$ cat src/ftws_pkg.sv
// Shared constants and types for the frame time window statistics core.
`default_nettype none

package ftws_pkg;

   localparam int WINDOW_DEFAULT = 60;
   localparam int MS_W           = 16;
   localparam int SAMPLE_W       = 10;
   localparam int RATE_W         = 10;
   localparam int DIFF_W         = 11;
   localparam int MAX_MS         = 1000;
   localparam int DIV_STEPS      = 5;
   localparam int STEP_W         = 3;

   localparam logic [SAMPLE_W-1:0] SAMPLE_MAX = SAMPLE_W'(MAX_MS);
   localparam logic [SAMPLE_W-1:0] SAMPLE_MIN = SAMPLE_W'(1);

   typedef enum logic [1:0] {
      CMD_CLEAR  = 2'd0,
      CMD_RECORD = 2'd1,
      CMD_RAW    = 2'd2,
      CMD_AVG    = 2'd3
   } cmd_type;

   typedef enum logic [2:0] {
      ST_IDLE,
      ST_RAW_RD,
      ST_WALK,
      ST_DIV_RATE,
      ST_DIV_MIN,
      ST_DIV_MAX,
      ST_OUT
   } state_type;

endpackage

`default_nettype wire

$ cat src/frame_time_window_stats_core.sv
// Sliding window frame rate statistics: history memory, walker and shared divider.
//
//  channel  | direction | handshake        | payload
//  ---------+-----------+------------------+-------------------------------------
//  req      | in        | req_valid/stall  | req_command, req_frame_millis
//  rsp      | out       | rsp_valid/stall  | rsp_rate, rsp_best_excess,
//           |           |                  | rsp_worst_deficit
//
// Clear and record are taken in ST_IDLE and do not stall. A raw query goes ST_RAW_RD,
// ST_DIV_RATE, ST_OUT; an averaged query walks the history memory one entry per cycle, then
// runs ST_DIV_RATE, ST_DIV_MIN, ST_DIV_MAX on the shared two-bit-per-cycle divider, then ST_OUT.
// Reset is synchronous; per-entry valid bits make the history read as all ones at once.
// req_stall stays high while a query is in flight; a finished result waits in the rsp
// register, and records and clears are still taken while it is held.
`default_nettype none

module frame_time_window_stats_core
   import ftws_pkg::*;
#(
   parameter int WINDOW = WINDOW_DEFAULT
) (
   input  wire logic                     clock,
   input  wire logic                     reset,
   input  wire logic                     req_valid,
   output logic                          req_stall,
   input  wire logic [1:0]               req_command,
   input  wire logic signed [MS_W-1:0]   req_frame_millis,
   output logic                          rsp_valid,
   input  wire logic                     rsp_stall,
   output logic [RATE_W-1:0]             rsp_rate,
   output logic signed [DIFF_W-1:0]      rsp_best_excess,
   output logic signed [DIFF_W-1:0]      rsp_worst_deficit
);

   localparam int AW    = $clog2(WINDOW);
   localparam int CNT_W = $clog2(WINDOW + 1);
   localparam int SUM_W = $clog2(WINDOW * MAX_MS + 1);
   localparam int DEN_W = SUM_W + RATE_W;
   localparam logic [SUM_W-1:0] WIN_TOTAL = SUM_W'(WINDOW * MAX_MS);
   localparam logic [SUM_W-1:0] ONE_SEC   = SUM_W'(MAX_MS);
   localparam logic [AW-1:0]    LAST_POS  = AW'(WINDOW - 1);

   state_type state_ff, state_in;

   logic [SAMPLE_W-1:0] mem [WINDOW];
   logic [WINDOW-1:0]   valid_ff, valid_in;
   logic [SAMPLE_W-1:0] rd_data_ff;
   logic                rd_vld_ff;
   logic [AW-1:0]       rd_addr;
   logic [AW-1:0]       write_pos_ff, write_pos_in;
   logic                mem_we;
   logic [SAMPLE_W-1:0] sat_sample;
   logic [SAMPLE_W-1:0] sample;

   logic [CNT_W-1:0]    cnt_ff, cnt_in;
   logic [SUM_W-1:0]    sum_ff, sum_in;
   logic [SAMPLE_W-1:0] min_ff, min_in, max_ff, max_in;
   logic                avg_ff, avg_in;

   logic [SUM_W-1:0]    rem_ff, rem_in;
   logic [DEN_W-1:0]    den_ff, den_in;
   logic [RATE_W-1:0]   quo_ff, quo_in;
   logic [STEP_W-1:0]   step_ff, step_in;
   logic [RATE_W-1:0]   rate_ff, rate_in, inv_min_ff, inv_min_in, inv_max_ff, inv_max_in;

   logic [DEN_W:0]      div_rem_ext, div_t1, div_t0, div_r1;
   logic                div_b1, div_b0;
   logic [RATE_W-1:0]   div_q;
   logic [SUM_W-1:0]    div_rem;
   logic                div_last;

   logic                rsp_valid_ff, rsp_valid_in;
   logic [RATE_W-1:0]   rsp_rate_ff, rsp_rate_in;
   logic [DIFF_W-1:0]   rsp_best_ff, rsp_best_in, rsp_worst_ff, rsp_worst_in;
   logic                rsp_free;
   logic                req_take;
   cmd_type             cmd;

   assign cmd       = cmd_type'(req_command);
   assign req_stall = (state_ff != ST_IDLE);
   assign req_take  = req_valid && !req_stall;
   assign rsp_free  = !rsp_valid_ff || !rsp_stall;

   assign rsp_valid         = rsp_valid_ff;
   assign rsp_rate          = rsp_rate_ff;
   assign rsp_best_excess   = rsp_best_ff;
   assign rsp_worst_deficit = rsp_worst_ff;

   always_comb begin
      if (req_frame_millis[MS_W-1] || req_frame_millis == '0) begin
         sat_sample = SAMPLE_MIN;
      end else if (req_frame_millis > MS_W'(signed'(MAX_MS))) begin
         sat_sample = SAMPLE_MAX;
      end else begin
         sat_sample = req_frame_millis[SAMPLE_W-1:0];
      end
   end

   assign sample = rd_vld_ff ? rd_data_ff : SAMPLE_MIN;

   // two quotient bits per step, divisor pre-shifted and walked down
   always_comb begin
      div_rem_ext = (DEN_W+1)'(rem_ff);
      div_t1      = {den_ff, 1'b0};
      div_t0      = {1'b0, den_ff};
      div_b1      = (div_rem_ext >= div_t1);
      div_r1      = div_b1 ? div_rem_ext - div_t1 : div_rem_ext;
      div_b0      = (div_r1 >= div_t0);
      div_rem     = div_b0 ? SUM_W'(div_r1 - div_t0) : SUM_W'(div_r1);
      div_q       = {quo_ff[RATE_W-3:0], div_b1, div_b0};
      div_last    = (step_ff == STEP_W'(DIV_STEPS - 1));
   end

   always_comb begin
      state_in     = state_ff;
      valid_in     = valid_ff;
      write_pos_in = write_pos_ff;
      mem_we       = 1'b0;
      rd_addr      = '0;
      cnt_in       = cnt_ff;
      sum_in       = sum_ff;
      min_in       = min_ff;
      max_in       = max_ff;
      avg_in       = avg_ff;
      rem_in       = rem_ff;
      den_in       = den_ff;
      quo_in       = quo_ff;
      step_in      = step_ff;
      rate_in      = rate_ff;
      inv_min_in   = inv_min_ff;
      inv_max_in   = inv_max_ff;
      rsp_valid_in = rsp_valid_ff && rsp_stall;
      rsp_rate_in  = rsp_rate_ff;
      rsp_best_in  = rsp_best_ff;
      rsp_worst_in = rsp_worst_ff;

      unique case (state_ff)
         ST_IDLE: begin
            rd_addr = (write_pos_ff == '0) ? LAST_POS : write_pos_ff - AW'(1);
            if (req_take) begin
               unique case (cmd)
                  CMD_CLEAR: begin
                     valid_in     = '0;
                     write_pos_in = '0;
                  end
                  CMD_RECORD: begin
                     mem_we                 = 1'b1;
                     valid_in[write_pos_ff] = 1'b1;
                     write_pos_in = (write_pos_ff == LAST_POS) ? '0 : write_pos_ff + AW'(1);
                  end
                  CMD_RAW: begin
                     avg_in   = 1'b0;
                     state_in = ST_RAW_RD;
                  end
                  CMD_AVG: begin
                     rd_addr  = '0;
                     avg_in   = 1'b1;
                     cnt_in   = CNT_W'(1);
                     sum_in   = '0;
                     min_in   = SAMPLE_MAX;
                     max_in   = SAMPLE_MIN;
                     state_in = ST_WALK;
                  end
                  default: ;
               endcase
            end
         end
         ST_RAW_RD: begin
            rem_in   = ONE_SEC;
            den_in   = DEN_W'(sample) << (RATE_W - 2);
            quo_in   = '0;
            step_in  = '0;
            state_in = ST_DIV_RATE;
         end
         ST_WALK: begin
            sum_in  = sum_ff + SUM_W'(sample);
            min_in  = (sample < min_ff) ? sample : min_ff;
            max_in  = (sample > max_ff) ? sample : max_ff;
            if (cnt_ff == CNT_W'(WINDOW)) begin
               rem_in   = WIN_TOTAL;
               den_in   = DEN_W'(sum_in) << (RATE_W - 2);
               quo_in   = '0;
               step_in  = '0;
               state_in = ST_DIV_RATE;
            end else begin
               rd_addr = cnt_ff[AW-1:0];
               cnt_in  = cnt_ff + CNT_W'(1);
            end
         end
         ST_DIV_RATE, ST_DIV_MIN, ST_DIV_MAX: begin
            rem_in  = div_rem;
            den_in  = den_ff >> 2;
            quo_in  = div_q;
            step_in = step_ff + STEP_W'(1);
            if (div_last) begin
               rem_in  = ONE_SEC;
               quo_in  = '0;
               step_in = '0;
               unique case (state_ff)
                  ST_DIV_RATE: begin
                     rate_in  = div_q;
                     den_in   = DEN_W'(min_ff) << (RATE_W - 2);
                     state_in = avg_ff ? ST_DIV_MIN : ST_OUT;
                  end
                  ST_DIV_MIN: begin
                     inv_min_in = div_q;
                     den_in     = DEN_W'(max_ff) << (RATE_W - 2);
                     state_in   = ST_DIV_MAX;
                  end
                  default: begin
                     inv_max_in = div_q;
                     state_in   = ST_OUT;
                  end
               endcase
            end
         end
         ST_OUT: begin
            if (rsp_free) begin
               rsp_valid_in = 1'b1;
               rsp_rate_in  = rate_ff;
               if (avg_ff) begin
                  rsp_best_in  = DIFF_W'(inv_min_ff) - DIFF_W'(rate_ff);
                  rsp_worst_in = DIFF_W'(rate_ff) - DIFF_W'(inv_max_ff);
               end else begin
                  rsp_best_in  = '0;
                  rsp_worst_in = '0;
               end
               state_in = ST_IDLE;
            end
         end
         default: state_in = ST_IDLE;
      endcase
   end

   always_ff @(posedge clock) begin
      if (mem_we) begin
         mem[write_pos_ff] <= sat_sample;
      end
      rd_data_ff <= mem[rd_addr];
   end

   always_ff @(posedge clock) begin
      if (reset) begin
         state_ff     <= ST_IDLE;
         valid_ff     <= '0;
         write_pos_ff <= '0;
         rsp_valid_ff <= 1'b0;
         rd_vld_ff    <= 1'b0;
      end else begin
         state_ff     <= state_in;
         valid_ff     <= valid_in;
         write_pos_ff <= write_pos_in;
         rsp_valid_ff <= rsp_valid_in;
         rd_vld_ff    <= valid_ff[rd_addr];
      end
   end

   always_ff @(posedge clock) begin
      cnt_ff       <= cnt_in;
      sum_ff       <= sum_in;
      min_ff       <= min_in;
      max_ff       <= max_in;
      avg_ff       <= avg_in;
      rem_ff       <= rem_in;
      den_ff       <= den_in;
      quo_ff       <= quo_in;
      step_ff      <= step_in;
      rate_ff      <= rate_in;
      inv_min_ff   <= inv_min_in;
      inv_max_ff   <= inv_max_in;
      rsp_rate_ff  <= rsp_rate_in;
      rsp_best_ff  <= rsp_best_in;
      rsp_worst_ff <= rsp_worst_in;
   end

endmodule

`default_nettype wire
$ cat config.mk
export PLATFORM = sky130hd
export DESIGN_NAME = frame_time_window_stats_core
export DESIGN_NICKNAME = d
export VERILOG_FILES = /design/src/ftws_pkg.sv /design/src/frame_time_window_stats_core.sv
export SDC_FILE = /design/constraint.sdc
export NUM_CORES = 1
export LEC_CHECK = 0
export BUFFER_PORTS_ARGS = -buffer_cell sky130_fd_sc_hd__clkbuf_2
export CORE_MARGIN = 2
export CORE_UTILIZATION = 30
export DETAILED_ROUTE_END_ITERATION = 12
export PLACE_DENSITY = 0.55
export SYNTH_ARGS = -nofsm -noshare
export SYNTH_HDL_FRONTEND = slang
export SYNTH_SLANG_ARGS = --single-unit
$ cat constraint.sdc
create_clock -name clock -period 6.2 [get_ports clock]
set_input_delay 0.31 -clock clock [delete_from_list [all_inputs] [get_ports clock]]
set_output_delay 0.31 -clock clock [all_outputs]
set_load 0.03 [all_outputs]
==> results.txt, run 1 <==
The run finished with clean final reports. In this run, synthesis produced a sequential element count of 837. The normalized max-slew margin is between 10 and 15%. The number of nets produced by synthesis is between 3000 and 4000.

The slowest cell on the critical path is sky130_fd_sc_hd__fa_1. The sequential fraction of the synthesis area came out at between 60% and 70%. For the worst setup path, the data required time is between 6000 and 7000 ps.

Across the run, the number of max-cap violations was 0. The final hold violation count was 0. The count of flip-flops with a built-in enable after synthesis is 756. The number of buffers and inverters on the critical path is 4. Routability-driven placement finished with a final weighted congestion of just over 0.8. In this run the mean area of a mapped cell was between 10 and 15 sq um. The summed negative setup slack over all endpoints is 0 ps.

Setup repair after global routing left no endpoint under its margin. The detailed-router iteration count before antenna repair came out at 6. The remaining design rule violation count is 0. The fraction of layout cells with a size suffix above 1 is about a tenth. The worst slack at placement came out at 862 ps.

The maximum fanout along the worst path came out at 22. The row count is ~130. The power per cell area came out at 503 nW/um^2. The worst-case IR drop observed on VDD is ~0.44 mV.

Of the available clock period, the critical path in the final layout requires between 80% and 90%. The max-slew violation total from the final report came to 0. Measured on the finished design, the core utilization comes to between 30% and 40%.

The global route total overflow is 0. At the end of the flow, the number of nets in the layout was around 3300. Counting every sink on the clock net gives between 800 and 900. The count of vias placed by the detailed router is approximately 25000. The total area inside the core boundary comes to around 120000 sq um. The cell count after synthesis came out at about 3200. The largest net degree at the start of global routing came out at 84.

In this run the clock root is driven by a sky130_fd_sc_hd__clkbuf_16. The top achievable clock speed is 0.187 GHz. Broken down by cell family, the worst path's largest delay share belongs to compound AO/OA/AOI/OAI gates.

The measured slew at the worst slew-check pin is roughly 1300 ps. The slack of the critical path came out at ~860 ps. Using the TritonRoute via totals, the vias-per-cell ratio works out to ~5.1. The initial utilization of the core area, before any placement, comes to 30.2%. The number of antenna violations at the first check in global routing came out at 3. The routed wire length is approximately 100 mm. Buffers placed on the I/O ports in this run total 55. The via count of the first global-routing pass came out at between 20000 and 25000. The main flop type after synthesis is sky130_fd_sc_hd__edfxtp_1. The worst endpoint data arrival time came out at 5680 ps. The clock-pin slew of the registers on the worst-case setup and hold paths came out at roughly 50 ps.

The worst setup path is launched from a flop. TritonCTS built the clock tree. The number of failing setup endpoints in the final timing report is 0. The share of async-settable or async-resettable flops after synthesis is 0%. The clock latency of the later-clocked register in the worst-skew pair came out at 710 ps. The worst setup path is captured at a flop. The vertical die dimension came out at roughly 360 microns. The floorplan step defined a die boundary enclosing ~130000 sq um.

The count of buffers added by post-CTS timing repair for setup came out at 0. The all-layer global routing usage is about 16%. The number of distinct standard cells referenced by the synthesized netlist is 81.

The routed length per instance came out at approximately 21 microns. The remaining number of nets flagged by the antenna check after routing is 0. The wire-length estimate of the detail-placed layout is ~60 mm. The die width is roughly 360 microns.

Traced cell by cell, the critical path runs through inv_1 -> ha_1 -> inv_1 -> fa_1 -> a211oi_1 -> o21a_1 -> o31ai_4 -> o21ai_0 -> a21o_1 -> buf_4 -> mux2_2 -> ha_1 -> nand2_1 -> o21bai_1 -> a211o_1 -> nand3_1 -> o2111ai_1 -> nand2_1 -> a21oi_2 -> buf_4 -> mux2i_1 -> a21oi_1. The number of top-level pins came out at 56. The first global-routing pass estimated approximately 150 mm of wire. The cts-stage hold buffer count came out at 1. The netlist area before placement is 37400 sq um.

The final non-filler cell total is about 4900. In this run, CTS created clock tree buffers numbering 90. The leakage power total is approximately 15 nW. The setup path with the least slack is of type flop to flop. The number of H-tree branching levels came out at 3. In this run, the number of DRC markers left after iteration 0 of detailed routing was about 2400.

The worst min-delay path category is input pin to flop. The final critical path time including I/O delays and setup is between 5000 and 6000 ps. Between clock sinks in the finished design, the worst skew comes to 70.5 ps.

The clock passes through at most 3 buffers. The post-CTS resize count is 0. The growth of design area from synthesis to finish is 13.6%. The placed cell count is between 4000 and 5000. The overall power is around 21 mW. The number of warnings issued by yosys came out at 0. The maximum cell stage delay along the critical path is about 410 ps.
==> worst register-to-register path, cell delays in order (launching register included) <==
cell	delay [ps]
sky130_fd_sc_hd__edfxtp_1	380
sky130_fd_sc_hd__inv_1	70
sky130_fd_sc_hd__ha_1	160
sky130_fd_sc_hd__inv_1	50
sky130_fd_sc_hd__fa_1	410
sky130_fd_sc_hd__a211oi_1	360
sky130_fd_sc_hd__o21a_1	250
sky130_fd_sc_hd__o31ai_4	120
sky130_fd_sc_hd__o21ai_0	190
sky130_fd_sc_hd__a21o_1	310
sky130_fd_sc_hd__buf_4	240
sky130_fd_sc_hd__mux2_2	360
sky130_fd_sc_hd__ha_1	340
sky130_fd_sc_hd__nand2_1	110
sky130_fd_sc_hd__o21bai_1	130
sky130_fd_sc_hd__a211o_1	150
sky130_fd_sc_hd__nand3_1	230
sky130_fd_sc_hd__o2111ai_1	270
sky130_fd_sc_hd__nand2_1	100
sky130_fd_sc_hd__a21oi_2	150
sky130_fd_sc_hd__buf_4	340
sky130_fd_sc_hd__mux2i_1	250
sky130_fd_sc_hd__a21oi_1	80
==> placed cells by master, fill, tap and decap left out, types with 68 or more instances in the layout <==
cell	n
sky130_fd_sc_hd__a21oi_1	156
sky130_fd_sc_hd__a31oi_1	68
sky130_fd_sc_hd__and3_1	76
sky130_fd_sc_hd__buf_4	81
sky130_fd_sc_hd__clkbuf_16	91
sky130_fd_sc_hd__dfxtp_1	81
sky130_fd_sc_hd__edfxtp_1	756
sky130_fd_sc_hd__ha_1	94
sky130_fd_sc_hd__inv_1	99
sky130_fd_sc_hd__nand2_1	599
sky130_fd_sc_hd__nand3_1	213
sky130_fd_sc_hd__nor2_1	215
==> final timing paths <==
path | start | endpoint | slack [ps] | depth (start not counted)
worst max-delay path | rem_ff[1] | rem_ff[3] | 860 | 22
worst min-delay path | reset | rsp_valid | 80 | 2
worst max register to register | rem_ff[1] | rem_ff[3] | 860 | 22
worst min register to register | valid_ff[37] | valid_ff[37] | 460 | 2
==> flip-flops by register name, summed over array words and instances, names as in the netlist <==
| name | count |
|---|---|
| max_ff | 10 |
| rem_ff | 16 |
| quo_ff | 8 |
| rd_data_ff | 10 |
| step_ff | 3 |
| write_pos_ff | 6 |
| mem | 600 |
| avg_ff | 1 |
| rate_ff | 10 |
| min_ff | 10 |
| rsp_best_excess | 11 |
| rsp_rate | 10 |
| inv_max_ff | 10 |
| rsp_worst_deficit | 11 |
| rd_vld_ff | 1 |
| sum_ff | 16 |
| valid_ff | 60 |
| rsp_valid | 1 |
| inv_min_ff | 10 |
| den_ff | 24 |
| cnt_ff | 6 |
| state_ff | 3 |
==> cell usage after synthesis (18+ instances only) <==
cell / n / share of area, %
sky130_fd_sc_hd__nor2b_1: 24 / 0.40
sky130_fd_sc_hd__and2_1: 28 / 0.47
sky130_fd_sc_hd__buf_2: 76 / 1.0
sky130_fd_sc_hd__xnor2_1: 30 / 0.70
sky130_fd_sc_hd__nand2_1: 599 / 6.0
sky130_fd_sc_hd__o21ai_0: 68 / 0.91
sky130_fd_sc_hd__dfxtp_1: 81 / 4.3
sky130_fd_sc_hd__xor2_1: 33 / 0.77
sky130_fd_sc_hd__nand3_1: 213 / 2.9
sky130_fd_sc_hd__inv_1: 99 / 0.99
sky130_fd_sc_hd__and3_1: 76 / 1.3
sky130_fd_sc_hd__a21o_1: 29 / 0.58
sky130_fd_sc_hd__a21oi_1: 158 / 2.1
sky130_fd_sc_hd__a311oi_1: 37 / 0.87
sky130_fd_sc_hd__edfxtp_1: 756 / 61
sky130_fd_sc_hd__a31oi_1: 68 / 1.1
sky130_fd_sc_hd__clkbuf_1: 66 / 0.66
sky130_fd_sc_hd__nor3_1: 37 / 0.50
sky130_fd_sc_hd__a211oi_1: 51 / 1.0
sky130_fd_sc_hd__nand4_1: 18 / 0.30
sky130_fd_sc_hd__ha_1: 94 / 3.1
sky130_fd_sc_hd__nor2_1: 217 / 2.2
sky130_fd_sc_hd__mux2i_1: 60 / 1.6
==> report_power, final <==
group / internal (mW) / switching [mW] / leakage [nW]
combinational: 2.92 / 6.33 / 6.45
sequential: 6.65 / 0.239 / 7.23
clock: 2.91 / 2.30 / 1.38
==> stage by stage <==
step	area (sq um)	hold slack (ps)
2_1_floorplan	37400	429
4_1_cts	42500	31.4
3_3_place_gp	39600	441
3_5_place_dp	39600	451
5_1_grt	42500	81.2
6_report	42500	77.1
==> routing by layer <==
metal	vias to the layer above	routed length, microns	global-route usage, %
met5	-	23	0
met4	6	3180	5.10
met1	12300	45800	21.9
li1	11700	-	-
met3	174	6950	3.26
met2	809	46500	24.8
==> logic make-up after synthesis <==
logic type	count (synthesis)	share of synthesized area (%)
flops	837	65.1
simple gates	1274	15.2
mux	63	1.76
buf+inv	278	3.45
compound gates	544	9.64
xor+xnor	63	1.48
fa+ha+maj	99	3.41
==> cell type report <==
cell class	instances	area, sq um
Multi-Input combinational cell	2043	11900
Timing Repair Buffer	143	1010
Sequential cell	837	24300
Tap cell	1637	2050
Inverter	100	375
Fill cell	12300	81100
Clock inverter	45	452
Clock buffer	115	2390
Antenna cell	1	2.50
No activity file was read; power rests on OpenSTA's default activity.
==> inputs of run 2 (changes only) <==
PLACE_DENSITY = 0.47   (was 0.55)
==> run 2 against run 1 <==
  * Non-clock buffer count is 16 higher
  * Hold slack worse by 20 ps
  * First-iteration DRC count down 15%
  * Flip-flop and latch count stayed put
  * Sequential power about the same
  * Die area is the same
  * Final cell count grew 0.59%
  * Register-to-register slack got worse by 20 ps
  * Clock power grew 2%
  * Sequential share of layout area down 0.24 points
  * Global-route usage rose by 0.98 points
  * Routed wire length up 6.1%
  * Critical path type unchanged
==> results.txt, run 2 (synthesis gave the netlist of run 1 again) <==
The net switching share of the total power came out at a little over two fifths. The proportion of power drawn by combinational gates is 43.6%. The fraction of the core area covered by cells at the end of the flow came out at between 30 and 40%.

The sink count of the clock tree is 837. The top cell types in the final layout, fill and taps aside, are sky130_fd_sc_hd__edfxtp_1, sky130_fd_sc_hd__nand2_1, sky130_fd_sc_hd__nor2_1. For this block, the via count after detailed routing is roughly 25000. Entering global routing, the biggest net connects 62 pins. Clock latency on the worst-skew pair, taken at its later pin, is a little under 700 ps. After clock tree synthesis, the clock-pin slew on the worst setup and hold paths is about 60 ps. The routed length per instance came out at about 22 microns. The worst setup path is of the flop to flop kind. The endpoint of the lowest-slack register-to-register path is rem_ff[7].

The routed wire length is about 110 mm. The area of the multi-input gates is approximately 12000 sq um. After floorplanning, the core was divided into ~130 placement rows.

The max-slew violation total from the final report is 0. The global-route wire length before repair came out at about 160 mm. The worst hold path terminates at rsp_valid.

The maximum cell stage delay along the critical path is ~440 ps. Counting both buffers and inverters, the worst setup path holds a total of 4. The growth of design area from synthesis to finish came out at 14.1%. The depth of the critical timing path with buffers and inverters included is 22. The via count of the first global-routing pass is about 24000. The tightest min-delay check is of the input pin to flop type. The worst hold path begins at reset. The final non-filler cell total is between 4000 and 5000. The fraction of layout cells with a size suffix above 1 is between 10% and 20%.

The detail route stage leaves a number of antenna-violating nets equal to 0. At the pin with the least slew margin, the transition time is between 1000 and 1500 ps. The number of inserted filler cells in the final layout came out at around 12000. The area of the core region came out at between 100000 and 150000 sq um. The internal portion of the total power is ~13 mW. The relative contribution of sequential cells to total power came out at 31.8%. The floorplan step defined a die boundary enclosing 127000 sq um. On the final layout, the worst clock skew is slightly above 50 ps. In this run the deepest clock path goes through 3 buffers. Setup repair after global routing left no endpoint under its margin. Dividing total power by cell area gives a power density of between 500 and 600 nW/um^2. The summed negative setup slack over all endpoints is 0 ps. After layout, the minimum clock period comes to ~5400 ps. STA classifies the critical path endpoint as a flop. Leaving out fill and tap cells, the most frequent cell in the layout is sky130_fd_sc_hd__edfxtp_1. Once the clock tree was built, the setup fixing pass inserted 0 buffers.

Across all register-to-register paths, the minimum setup slack is 850 ps. The count of cells along the worst hold path came out at 2. The worst register-to-register path begins at rem_ff[1]. The number of failing setup endpoints in the final timing report is 0.

The maximum fanout along the worst path came out at 15. The initial DRC count came out at 2003. For this configuration, the core starts out at a cell density of 30.2%. The remaining design rule violation count is 0. The switching power summed over all nets came out at approximately 9 mW. The number of antenna violations at the first check in global routing is 6. The floorplan step set the die width to 357 microns. The final hold violation count is 0. The sequential cells in the finished layout cover a total of around 24000 sq um.

In the final layout, the registers with the most flip-flops are mem (600), valid_ff (60), den_ff (24). The tightest hold path in the finished design has a slack of about 57 ps. The detailed-router iteration count before antenna repair is 5. The all-layer global routing usage is between 15 and 20%. The critical path goes through inv_1 -> ha_1 -> inv_1 -> fa_1 -> a211oi_1 -> o21a_1 -> o31ai_4 -> o21ai_0 -> a21o_1 -> buf_4 -> mux2_2 -> ha_1 -> nand2_1 -> o21bai_1 -> a211o_1 -> nand3_1 -> o2111ai_1 -> nand2_1 -> a21oi_2 -> buf_4 -> mux2i_1 -> a21oi_1.

The number of flip-flops in the largest register is 600. The register with the most flip-flops is mem. In this run the tool buffered the top-level ports with 55 buffer cells. The number of top-level pins is between 50 and 60.

Global routing finished with a remaining overflow of 0. Routability-driven placement finished with a final weighted congestion of roughly 0.80. The required time reported for the critical path endpoint came out at roughly 6600 ps. The flow ran to the end, and the final reports show no timing, DRC or antenna violations. The net count of the finished layout is roughly 3400. The vertical die dimension is between 300 and 400 microns.

The slowest cell on the critical path is sky130_fd_sc_hd__fa_1. The tree is rooted in a sky130_fd_sc_hd__clkbuf_16. After detailed routing, the number of vias per cell comes to about 5.0.

The leakage power total came out at ~15 nW. The HPWL after detailed placement is about 67 mm. In this run, the clock network consumes about a quarter of the power. The overall power is 21.7 mW.

Grouping stages by cell kind, the critical path spends the most delay in compound AO/OA/AOI/OAI gates. The placed cell count is between 4000 and 5000. The total clock buffers created by CTS came out at 92. The worst endpoint data arrival time is 5700 ps. The peak supply drop is between 0.2 and 0.3 mV.

The reported max-cap violation count came out at 0. STA classifies the critical path startpoint as a flop. Measured in cells, the most critical reg-to-reg path has a length of 22. The share of the cycle needed by the critical path after routing came out at 86.3%.

The clock tree synthesis step divided the H-tree into 3 levels. The TritonCTS clock tree is built. The top achievable clock speed is roughly 0.19 GHz. The normalized max-slew margin came out at around a fifth.
[run 2: layer usage]
metal  vias to the layer above  track usage [%]  routed length [microns]
li1                      11800                -                        -
met1                     12400             23.3                    49700
met2                       627             27.3                    50900
met3                       160             2.50                     5260
met4                         4             4.80                     2880
met5                         -                0                       33
[run 2: final cells by class]
| type | count | share of cell area [%] |
|---|---|---|
| flip-flops and latches | 837 | 57.0 |
| diodes | 3 | 0.0176 |
| clock inverters | 50 | 0.915 |
| clock buffers | 121 | 5.89 |
| repair buffers | 159 | 2.60 |
| well taps | 1637 | 4.80 |
| inverters | 100 | 0.880 |
| multi-input cells | 2043 | 27.9 |
[run 2: metrics by stage]
stage | instance area, sq um | setup WS, ps
floorplan | 37400 | 1070
global route | 42700 | 442
detailed placement | 39700 | 870
CTS | 42700 | 842
global placement | 39700 | 953
finish | 42700 | 848
[run 2: power groups by stage]
stage / clock (mW) / combinational [mW] / sequential (mW)
2_1_floorplan: 0 / 6.22 / 6.94
3_3_place_gp: 0 / 9.54 / 7.00
3_5_place_dp: 0 / 9.48 / 7.01
4_1_cts: 5.43 / 9.52 / 6.89
5_1_grt: 5.64 / 10.3 / 6.93
6_report: 5.33 / 9.44 / 6.88
[run 2: repair_timing]
item,in CTS,in global routing
endpoints found under the hold margin,1,0
hold buffers,1,0
resized for setup,0,0
[run 2: worst register-to-register path, stage by stage (launching register included)]
cell	delay, ps
sky130_fd_sc_hd__edfxtp_1	390
sky130_fd_sc_hd__inv_1	70
sky130_fd_sc_hd__ha_1	150
sky130_fd_sc_hd__inv_1	50
sky130_fd_sc_hd__fa_1	440
sky130_fd_sc_hd__a211oi_1	400
sky130_fd_sc_hd__o21a_1	260
sky130_fd_sc_hd__o31ai_4	110
sky130_fd_sc_hd__o21ai_0	190
sky130_fd_sc_hd__a21o_1	320
sky130_fd_sc_hd__buf_4	250
sky130_fd_sc_hd__mux2_2	360
sky130_fd_sc_hd__ha_1	340
sky130_fd_sc_hd__nand2_1	110
sky130_fd_sc_hd__o21bai_1	140
sky130_fd_sc_hd__a211o_1	160
sky130_fd_sc_hd__nand3_1	230
sky130_fd_sc_hd__o2111ai_1	280
sky130_fd_sc_hd__nand2_1	90
sky130_fd_sc_hd__a21oi_2	140
sky130_fd_sc_hd__buf_4	260
sky130_fd_sc_hd__mux2i_1	240
sky130_fd_sc_hd__a21oi_1	80
[run 2: worst max-delay path by stage]
stage	start	endpoint	slack, ps
final	rem_ff[1]	rem_ff[7]	850
after CTS	rem_ff[1]	rem_ff[7]	840
after detailed placement	rem_ff[1]	rem_ff[7]	870
after floorplan	cnt_ff[0]	rem_ff[0]	1070
after global routing	rem_ff[1]	rem_ff[7]	440
after global placement	rem_ff[1]	rem_ff[8]	950
==> inputs of run 3 (changes only) <==
BUFFER_PORTS_ARGS = unset   (was -buffer_cell sky130_fd_sc_hd__clkbuf_2)
DONT_BUFFER_PORTS = 1   (was unset)
==> run 3 against run 2 <==
  * Sequential power increased by 0.9%
  * Largest cell class unchanged
  * Clock-buffer cell count decreased by 2
  * Clock power about the same
  * Critical endpoint is now rem_ff[3]
  * Fmax decreased by 3.4%
  * Die area unchanged
  * Largest power group unchanged
==> results.txt, run 3 (synthesis gave the netlist of run 1 again) <==
The flow ran to the end, and the final reports show no timing, DRC or antenna violations. The HPWL after detailed placement is about 66 mm. The sink count of the clock tree is roughly 840. Row generation in the floorplan step produced roughly 130 rows. The max-slew violation total from the final report is 0. The global-route wire length before repair came out at about 160 mm.

mem holds more flip-flops than any other register. The clock root buffer master is sky130_fd_sc_hd__clkbuf_16. The number of buffers on the longest clock path came out at 3. The effective utilization at floorplan came out at 30.2%. The number of buffers and inverters on the critical path came out at 4. The origin of the critical flop-to-flop path is rem_ff[1]. The layout net count is approximately 3300. The count of vias placed by the detailed router is 24700. In the routed design, unresolved DRC markers number 0. The hold path endpoint is write_pos_ff[0]. The clock-pin slew of the registers on the worst-case setup and hold paths came out at approximately 60 ps. The maximum cell stage delay along the critical path is around 480 ps. The setup check on the worst reg-to-reg path leaves a slack of roughly 660 ps.

Of the total power, the share spent switching nets is between 40% and 50%. The post-CTS resize count is 0. After the first detailed-routing iteration, the DRC count stood at 2206. The overall power is roughly 22 mW. The length in cells of the worst reg-to-reg path is 22.

The all-layer global routing usage is between 15 and 20%. The largest registers in the layout are mem (600), valid_ff (60), den_ff (24). The global route total overflow came out at 0. The final critical path time including I/O delays and setup came out at ~5500 ps. The number of antenna violations at the first check in global routing is 3. At the worst endpoint, the arrival time is 5930 ps. The number of inserted filler cells in the final layout is ~12000. After routing the design area is 42300 sq um. The top achievable clock speed is 0.180 GHz. The routed length per instance is between 20 and 25 microns. The category of the worst setup path capture point is a flop.

The endpoint of the lowest-slack register-to-register path is rem_ff[3]. In this run the worst path has a maximum fanout of 26. The relative contribution of sequential cells to total power is approximately 32%. The flip-flop and latch area came out at approximately 24000 sq um. The count of input and output buffers came out at 0. The via-per-instance ratio is between 5 and 6. The die covers ~130000 sq um. The remaining number of nets flagged by the antenna check after routing came out at 0. The total clock buffers created by CTS came out at a little over 90. For this design, the CTS-stage hold fixing added 6 buffers. The TritonCTS clock tree is built. The die width is between 300 and 400 microns. The peak supply drop is 0.344 mV.

Of the total power, the clock network draws 24.6%. Traced cell by cell, the critical path runs through inv_1 -> ha_1 -> inv_1 -> fa_1 -> a211oi_1 -> o21a_1 -> o31ai_4 -> o21ai_0 -> a21o_1 -> buf_4 -> o21ai_0 -> ha_1 -> nand2_1 -> or3_1 -> a211o_1 -> nand3_1 -> o2111ai_1 -> nand2_1 -> a21oi_2 -> buf_12 -> mux2i_1 -> a21oi_1. The power per cell area came out at around 510 nW/um^2. STA classifies the critical path startpoint as a flop. The count of cells along the worst hold path is 4. Leaving out fill and tap cells, the most frequent cells in the layout are sky130_fd_sc_hd__edfxtp_1, sky130_fd_sc_hd__nand2_1, sky130_fd_sc_hd__nor2_1.

The normalized max-slew margin is roughly 17%. On the critical path, the stage with the largest delay is an instance of sky130_fd_sc_hd__a211oi_1. The area of the core region came out at ~120000 sq um. The area of the multi-input gates is about 12000 sq um. The number of H-tree branching levels is 3. The worst hold path belongs to the class input pin to flop. The count of buffers added by post-CTS timing repair for setup came out at 0. The share of the cycle needed by the critical path after routing is around nine tenths.

The vertical die dimension is 357 microns. The summed negative setup slack over all endpoints came out at 0 ps. Cell internal power was estimated by the tool at roughly 13 mW. The via count of the first global-routing pass came out at between 20000 and 25000. Across the run, the number of max-cap violations was 0. The area growth from synthesis to layout is 13.2%. Across the routed clock network, the largest skew measured is ~57 ps. The critical path is of the flop to flop type. The switching power summed over all nets is 9.02 mW. The worst hold path startpoint is req_command[1]. The cell family with the largest share of critical-path delay is compound AO/OA/AOI/OAI gates. The slack of the critical path came out at 657 ps. The routed wire length came out at about 110 mm. The detailed-router iteration count before antenna repair came out at 5. Per report_power, the combinational group accounts for 43.3% of the total. Clock latency on the worst-skew pair, taken at its later pin, is 680 ps.

The number of failing setup endpoints in the final timing report came out at 0. The measured slew at the worst slew-check pin came out at between 1000 and 1500 ps. Prior to clock tree synthesis, the placed netlist has a worst setup slack of about 700 ps. The number of flip-flops in the largest register is 600. The leakage power total is around 15 nW. The final weighted congestion in routability-driven placement is slightly below 0.8. The final hold violation count came out at 0. Entering global routing, the biggest net connects 67 pins.

Leaving out fill and tap cells, the most frequent cell in the layout is sky130_fd_sc_hd__edfxtp_1. The fraction of layout cells with a size suffix above 1 is just under 8%. The number of top-level pins came out at 56. The required time reported for the critical path endpoint is 6590 ps. Setup repair after global routing left no endpoint under its margin. The placed instances occupy a cell area of about 40000 sq um.
## run 3: cell count changes in the layout (fill, tap and decap cells not counted), sizes merged
cell | before | now
buf | 103 | 75
dlygate4sd3 | 1 | 6
clkbuf | 176 | 119
diode | 3 | 1
clkinv | 40 | 35
bufinv | 3 | 5
clkinvlp | 1 | 5
inv | 106 | 103
## run 3: cell type report
class,instances,share of cell area (%)
antenna,1,0.00591
inverter,100,0.887
sequential,837,57.5
clock inverter,48,1.03
tap,1637,4.84
timing repair buffer,81,1.83
clock buffer,119,5.82
multi-input combinational,2043,28.1
## run 3: worst min-delay path, cell delays in order
cell and delay [ps]:
sky130_fd_sc_hd__nor2_1 30, sky130_fd_sc_hd__buf_4 170, sky130_fd_sc_hd__xnor2_1 140, sky130_fd_sc_hd__nor2_1 40
## run 3: worst max-delay path by stage
| stage | from | endpoint | slack, ps | depth (start not counted) |
|---|---|---|---|---|
| after CTS | rem_ff[1] | rem_ff[3] | 660 | 22 |
| final | rem_ff[1] | rem_ff[3] | 660 | 22 |
| after floorplan | cnt_ff[0] | rem_ff[0] | 1070 | 5 |
| after detailed placement | rem_ff[1] | rem_ff[8] | 700 | 22 |
| after global placement | rem_ff[1] | rem_ff[8] | 700 | 22 |
| after global routing | rem_ff[1] | rem_ff[8] | 180 | 22 |
## run 3: per-stage QoR
step	cells	hold WS, ps	util [%]
final	4866	60.6	34.2
after detailed placement	4692	388	31.8
after floorplan	3158	429	-
after global routing	4865	67.6	34.2
after global placement	4692	386	31.8
after CTS	4865	14.7	34.2
## run 3: per-layer routing
layer  track usage [%]  vias to the layer above  routed length (microns)
li1                  -                    11600                        -
met1              24.4                    12400                    51400
met2              26.0                      648                    48400
met3              2.72                      143                     5820
met4              4.55                        0                     2550
met5                 0                        -                        0
## run 3: power by group through the flow
stage	Sequential, mW	Clock [mW]	Combinational, mW
2_1_floorplan	6.94	0	6.22
3_3_place_gp	7.05	0	9.40
3_5_place_dp	7.06	0	9.36
4_1_cts	6.95	5.45	9.40
5_1_grt	6.98	5.66	10.2
6_report	6.94	5.33	9.38
